$ cat src/rtl/core/lstu_pkg.sv
`default_nettype none

package lstu_pkg;

  // Table depth used when the top level is not overridden.
  localparam int NumEntriesDefault = 32;

  // Request action codes.
  localparam logic [1:0] ActRecord = 2'd0;
  localparam logic [1:0] ActClear  = 2'd1;
  localparam logic [1:0] ActRead   = 2'd2;

  localparam int DataW = 64;

  typedef struct packed {
    logic [1:0]       action;
    logic [4:0]       entry_index;
    logic [DataW-1:0] duration;
  } lstu_req_t;

  typedef struct packed {
    logic [DataW-1:0] min_time;
    logic [DataW-1:0] max_time;
    logic [DataW-1:0] mean_time;
    logic [DataW-1:0] total_time;
    logic [DataW-1:0] sample_count;
  } lstu_rsp_t;

  // One table entry as stored in the memory.
  typedef struct packed {
    logic [DataW-1:0] min_v;
    logic [DataW-1:0] max_v;
    logic [DataW-1:0] total_v;
    logic [DataW-1:0] count_v;
  } lstu_entry_t;

  localparam lstu_entry_t EmptyEntry = '{
    min_v:   {DataW{1'b1}},
    max_v:   '0,
    total_v: '0,
    count_v: '0
  };

  // Controller to datapath commands.
  typedef struct packed {
    logic accept;
    logic clear;
    logic update;
    logic load;
    logic div_start;
    logic load_out;
  } lstu_cmd_t;

  // Datapath to controller status.
  typedef struct packed {
    logic [1:0] in_action;
    logic       count_zero;
    logic       div_done;
  } lstu_sts_t;

endpackage

`default_nettype wire

$ cat src/rtl/core/lstu_ctrl.sv
`default_nettype none

module lstu_ctrl import lstu_pkg::*; (
  input  wire logic      clk_i,
  input  wire logic      rst_ni,
  input  wire logic      in_valid_i,
  output logic           in_stall_o,
  output logic           out_valid_o,
  input  wire logic      out_stall_i,
  input  wire lstu_sts_t sts_i,
  output lstu_cmd_t      cmd_o
);

  typedef enum logic [5:0] {
    ST_IDLE   = 6'b000001,
    ST_UPDATE = 6'b000010,
    ST_LOAD   = 6'b000100,
    ST_START  = 6'b001000,
    ST_WAIT   = 6'b010000,
    ST_FINISH = 6'b100000
  } lstu_state_e;

  lstu_state_e state_q, state_d;
  logic        out_valid_q, out_valid_d;
  logic        out_take;

  assign out_take = out_valid_q && !out_stall_i;

  // Next state and commands.
  always_comb begin
    state_d     = state_q;
    out_valid_d = out_valid_q && !out_take;
    cmd_o       = '0;
    case (state_q)
      ST_IDLE: begin
        if (in_valid_i) begin
          cmd_o.accept = 1'b1;
          case (sts_i.in_action)
            ActRecord: state_d = ST_UPDATE;
            ActClear:  cmd_o.clear = 1'b1;
            ActRead:   state_d = ST_LOAD;
            default:   ;
          endcase
        end
      end
      ST_UPDATE: begin
        cmd_o.update = 1'b1;
        state_d      = ST_IDLE;
      end
      ST_LOAD: begin
        cmd_o.load = 1'b1;
        state_d    = ST_START;
      end
      ST_START: begin
        // Skip the divider for an empty count.
        if (sts_i.count_zero) begin
          state_d = ST_FINISH;
        end else begin
          cmd_o.div_start = 1'b1;
          state_d         = ST_WAIT;
        end
      end
      ST_WAIT: begin
        if (sts_i.div_done) begin
          state_d = ST_FINISH;
        end
      end
      ST_FINISH: begin
        // Hold until the output register is free.
        if (!out_valid_q || !out_stall_i) begin
          cmd_o.load_out = 1'b1;
          out_valid_d    = 1'b1;
          state_d        = ST_IDLE;
        end
      end
      default: state_d = ST_IDLE;
    endcase
  end

  always_ff @(posedge clk_i or negedge rst_ni) begin
    if (!rst_ni) begin
      state_q     <= ST_IDLE;
      out_valid_q <= 1'b0;
    end else begin
      state_q     <= state_d;
      out_valid_q <= out_valid_d;
    end
  end

  assign in_stall_o  = (state_q != ST_IDLE);
  assign out_valid_o = out_valid_q;

endmodule

`default_nettype wire

$ cat config.mk
export PLATFORM = sky130hd
export DESIGN_NAME = lstu_ctrl
export DESIGN_NICKNAME = d
export VERILOG_FILES = /design/src/rtl/core/lstu_pkg.sv /design/src/rtl/core/lstu_ctrl.sv
export SDC_FILE = /design/constraint.sdc
export NUM_CORES = 1
export LEC_CHECK = 0
export BUFFER_PORTS_ARGS = -buffer_cell sky130_fd_sc_hd__buf_2
export CAP_MARGIN = 20
export CORE_MARGIN = 2
export CORE_UTILIZATION = 30
export CTS_CLUSTER_DIAMETER = 120
export DETAILED_ROUTE_END_ITERATION = 8
export PLACE_DENSITY = 0.55
export SLEW_MARGIN = 15
export SYNTH_ARGS = -nofsm -noshare
export SYNTH_HDL_FRONTEND = slang
export SYNTH_SLANG_ARGS = --single-unit
export TNS_END_PERCENT = 10
$ cat constraint.sdc
create_clock -name clk_i -period 1.65 [get_ports clk_i]
set_clock_uncertainty 0.1 [all_clocks]
set_input_delay 0.33 -clock clk_i [delete_from_list [all_inputs] [get_ports clk_i]]
set_output_delay 0.33 -clock clk_i [all_outputs]
set_load 0.02 [all_outputs]
## Word level (Yosys, flattened, before mapping)

Index checks and enable logic that the tools add are counted.

| storage, ports and cells | value |
|---|---|
| register bits | 7 |
| input bits | 8 |
| output and inout bits | 8 |
| word-level logic and storage cells | 40 |

| cells by class | value |
|---|---|
| equal/unequal tests | 13 |
| mux-type cells | 17 |
| reductions and logical operators | 8 |

Operators by type and width:

| kind | number |
|---|---|
| 6-bit one-hot mux with 5 select lines | 1 |
| 6-bit 2-to-1 mux | 4 |
| 6-bit one-hot mux with 2 select lines | 1 |
| 1-bit 2-to-1 mux | 9 |
| 6-bit by 1-bit equality test with 1-bit output, second input constant | 1 |
| 6-bit by 2-bit equality test with 1-bit output, second input constant | 1 |
| 6-bit by 3-bit equality test with 1-bit output, second input constant | 1 |
| 6-bit by 4-bit equality test with 1-bit output, second input constant | 1 |
| 6-bit by 5-bit equality test with 1-bit output, second input constant | 1 |
| 6-bit equality test, second input constant | 1 |
| 2-bit != test, second input constant | 3 |
| 6-bit by 1-bit != test with 1-bit output, second input constant | 1 |
| 2-bit 2-to-1 mux | 2 |
| 4-bit AND reduction | 1 |
| 1-bit logical NOT | 3 |
| 3-bit by 1-bit != test with 1-bit output, second input constant | 1 |
| 2-bit by 1-bit equality test with 1-bit output, second input constant | 1 |
| 2-bit equality test, second input constant | 1 |
| 1-bit logical AND | 2 |
| 2-bit logical NOT | 1 |
| 1-bit logical OR | 1 |

## Longest topological paths before layout

| depth | value |
|---|---|
| depth in word-level cells | 6 |
| depth in mapped cells | 3 |

## Worst setup path before layout

OpenSTA, ideal clock, no wires.

| timing path | value |
|---|---|
| kind | reg2out |
| start | reg state_q[2] |
| end | out cmd_o[0] (netlist bit) |
| data arrival time | 1,533 ps |
| data required time | 1,220 ps |
| slack | -313 ps |
| cell stages (with the launch flop) | 4 |
| path buffers | 0 |
| cells stage by stage | dfrtp_1 -> or4_4 -> or3b_1 -> a21oi_2 |

RTL lines:

| element | line | RTL |
|---|---|---|
| start: declaration | lstu_ctrl.sv:23 | `lstu_state_e state_q, state_d;` |
| start signal: assignment | lstu_ctrl.sv:85 | `state_q <= state_d;` |
| end: declaration | lstu_ctrl.sv:11 | `output lstu_cmd_t cmd_o` |

==> key figures <==
CTS
  • H-Tree Depth: 1
  • Root buffer cell: clkbuf_4
  • # clock sinks: 7
  • Clk buf depth: 2
  • CTS Buf Count: 3
  • Clock latency at the later pin of the worst-skew pair: 0.25 ns
  • Clock transition at path regs: ~0.050 ns
  • CTS tree: yes

Die
  • Die Wd: approximately 40 um
  • Initial Utilization: 0.319
  • Vert. Die Dim: approximately 40 um
  • Row cnt: 13
  • Core box area: ~1300 um^2
  • Ports: 16
  • Total die area: between 1500 and 2000 um^2

Synth
  • Count leader, synth: dfrtp_1
  • Avg Cell Area, Syn: around 9.8 um^2
  • Top cell type by total area after synthesis: dfrtp_1
  • Synthesized area: around 410 um^2
  • Synth async-reset ratio: 1.00
  • Dominant synthesized flop cell: dfrtp_1
  • Cells taking the most area after synthesis: dfrtp_1 (37%), dfstp_2 (6.4%), and3b_1 (6.4%)
  • Synth Instances: 42
  • Leading cell types by count after synthesis: dfrtp_1 (6), nand2_1 (4), and3b_1 (3), nor2_1 (3), nor4_1 (3)
  • Syn Nets: 50
  • Register area share after synthesis: 0.430
  • Synth cell types: 25
  • EDFF count, synth: 0
  • Share of Yosys cell area claimed by the top area cell type: 0.366
  • Synth Register Bits: 7
  • Yosys warning count: 0

Detailed routing
  • Drt drc: 0
  • Vias: about 450
  • Antenna Nets Post-Route: 0
  • Final WL: 1070 um
  • Routed vias/inst: just over 5
  • DR WL/cell: between 10 and 15 um
  • DRT iter0 DRCs: 4
  • Length of the first detailed-routing pass in iterations: 4

Outcome
  • Outcome: finished with violations
  • Violated checks: negative setup slack

Cells and area
  • Non-Filler Instances: 90
  • Finished Core Util: 0.540
  • Final Instance Area: about 700 um^2
  • Area delta synth->final: 69.2%
  • Layout cells sized above 1: 0.547
  • # nets final: 84
  • N_diodes: 0

Setup path
  • CP endpoint kind: output port
  • Setup crit start kind: register
  • CP Class: register to output port
  • Worst Path Required: between 1 and 1.5 ns
  • Critical path arrival: 1.79 ns
  • R2R depth: 4
  • CP max FO: 2

STA
  • Worst slew pin tran: between 0.2 and 0.25 ns
  • Tmin final: 2.22 ns
  • Worst hold slack: 0.176 ns
  • Slew Viols, Final: 0
  • Final setup viols: 7
  • Max Freq: around 450 MHz
  • Part of the cycle the worst path needs: 1.35
  • Final Hold Viols: 0
  • Max_slew headroom: 0.837
  • RSZ-0062 raised after global routing: yes
  • Worst setup margin: -0.570 ns
  • Setup TNS: -2.19 ns

Pwr
  • Max IR drop VDD: ~0.54 mV
  • Total power: 0.774 mW
  • Leak pwr: 0.359 nW
  • Pwr/cell area: ~1100 nW/um^2

Global routing
  • Largest net degree at the start of global routing: 8
  • Vias in the first global route: 391
  • GRT overflow: 0
  • GRT Total Usage: 0.166
  • Initial antenna violation count: 0
  • First-pass GRT wire length: approximately 1700 um

Place
  • Worst slack at placement: -0.330 ns
  • HPWL Detailed: between 800 and 900 um
  • Port buffer count: 15
  • Placed cell areas: 612 um^2
  • Dpl cells: between 80 and 90
  • Gp weighted congestion: between 0.7 and 0.8

Hold path
  • Worst Hold Class: input port to register
  • Hold depth: 2

Job
  • Max Cap Viol: 0
==> state kept, by name (all words and copies together) (netlist names) <==
register,flops
state_q,6
out_valid_o,1
==> logic make-up (layout without fill, tap and decap cells) <==
kind of cell | count (synthesis) | after routing | synth area share
AND/OR/NAND/NOR | 26 | 26 | 0.412
flip-flops | 7 | 7 | 0.430
XOR/XNOR | 1 | 1 | 0.0213
buffers and inverters | 2 | 35 | 0.0183
AO/OA/AOI/OAI | 6 | 6 | 0.119
==> final timing paths <==
kind | start | to | slack (ns)
hold reg to reg | out_valid_o$_DFF_PN0_ | out_valid_o$_DFF_PN0_ | 0.49
setup / recovery | state_q[1]$_DFFE_PN0P_ | cmd_o[0] | -0.57
min in group asynchronous | rst_ni | state_q[4]$_DFFE_PN0P_ | 0.33
setup reg to reg | state_q[1]$_DFFE_PN0P_ | state_q[5]$_DFFE_PN0P_ | 0.02
hold / removal | sts_i[2] | state_q[1]$_DFFE_PN0P_ | 0.18
max in group asynchronous | rst_ni | state_q[0]$_DFFE_PN1P_ | 0.90
==> layout make-up <==
type	instances	area, um^2
tap	15	18.8
timing repair buffer	29	206
inverter	2	7.51
multi-input combinational	33	259
clock buffer	4	26.3
sequential	7	176
fill	118	591
==> report_power, final <==
| group | leakage, nW | total [mW] | switching, mW | internal (mW) |
|---|---|---|---|---|
| clock | 0.0150 | 0.154 | 0.0618 | 0.0922 |
| sequential | 0.0937 | 0.209 | 0.0106 | 0.198 |
| combinational | 0.250 | 0.411 | 0.176 | 0.236 |
| total | 0.359 | 0.774 | 0.248 | 0.526 |
==> cells in the final DEF (no fill, tap or decap), types with 2 or more instances in the layout <==
master	Yosys	final
nor2_1	3	3
dfrtp_1	6	6
buf_2	0	10
nor4_1	3	2
nand2_1	4	4
buf_4	0	15
clkbuf_4	0	3
inv_1	2	2
nor4_2	1	2
and3b_1	3	3
nand4b_1	2	2
buf_6	0	3
==> what timing repair did <==
item	4_1_cts	5_1_grt
hold buffers	1	0
endpoints found under the hold margin	6	0
gates cloned	0	0
endpoints found under the setup margin	10	11
buffers inserted	0	0
gates resized for setup	7	6
==> critical path, stage by stage (launching register included) <==
cell and delay, ns:
dfrtp_1 0.37, or4_4 0.51, or3b_4 0.40, a21oi_4 0.13, buf_6 0.13
==> metal layers <==
| layer | routed length, um | global-route usage | up-vias |
|---|---|---|---|
| met2 | 490 | 0.223 | 13 |
| li1 | - | - | 227 |
| met1 | 520 | 0.229 | 211 |
| met3 | 49 | 0.0326 | 2 |
| met5 | 0 | 0 | - |
| met4 | 6 | 0.125 | 0 |
No activity file was read; power rests on OpenSTA's default activity.
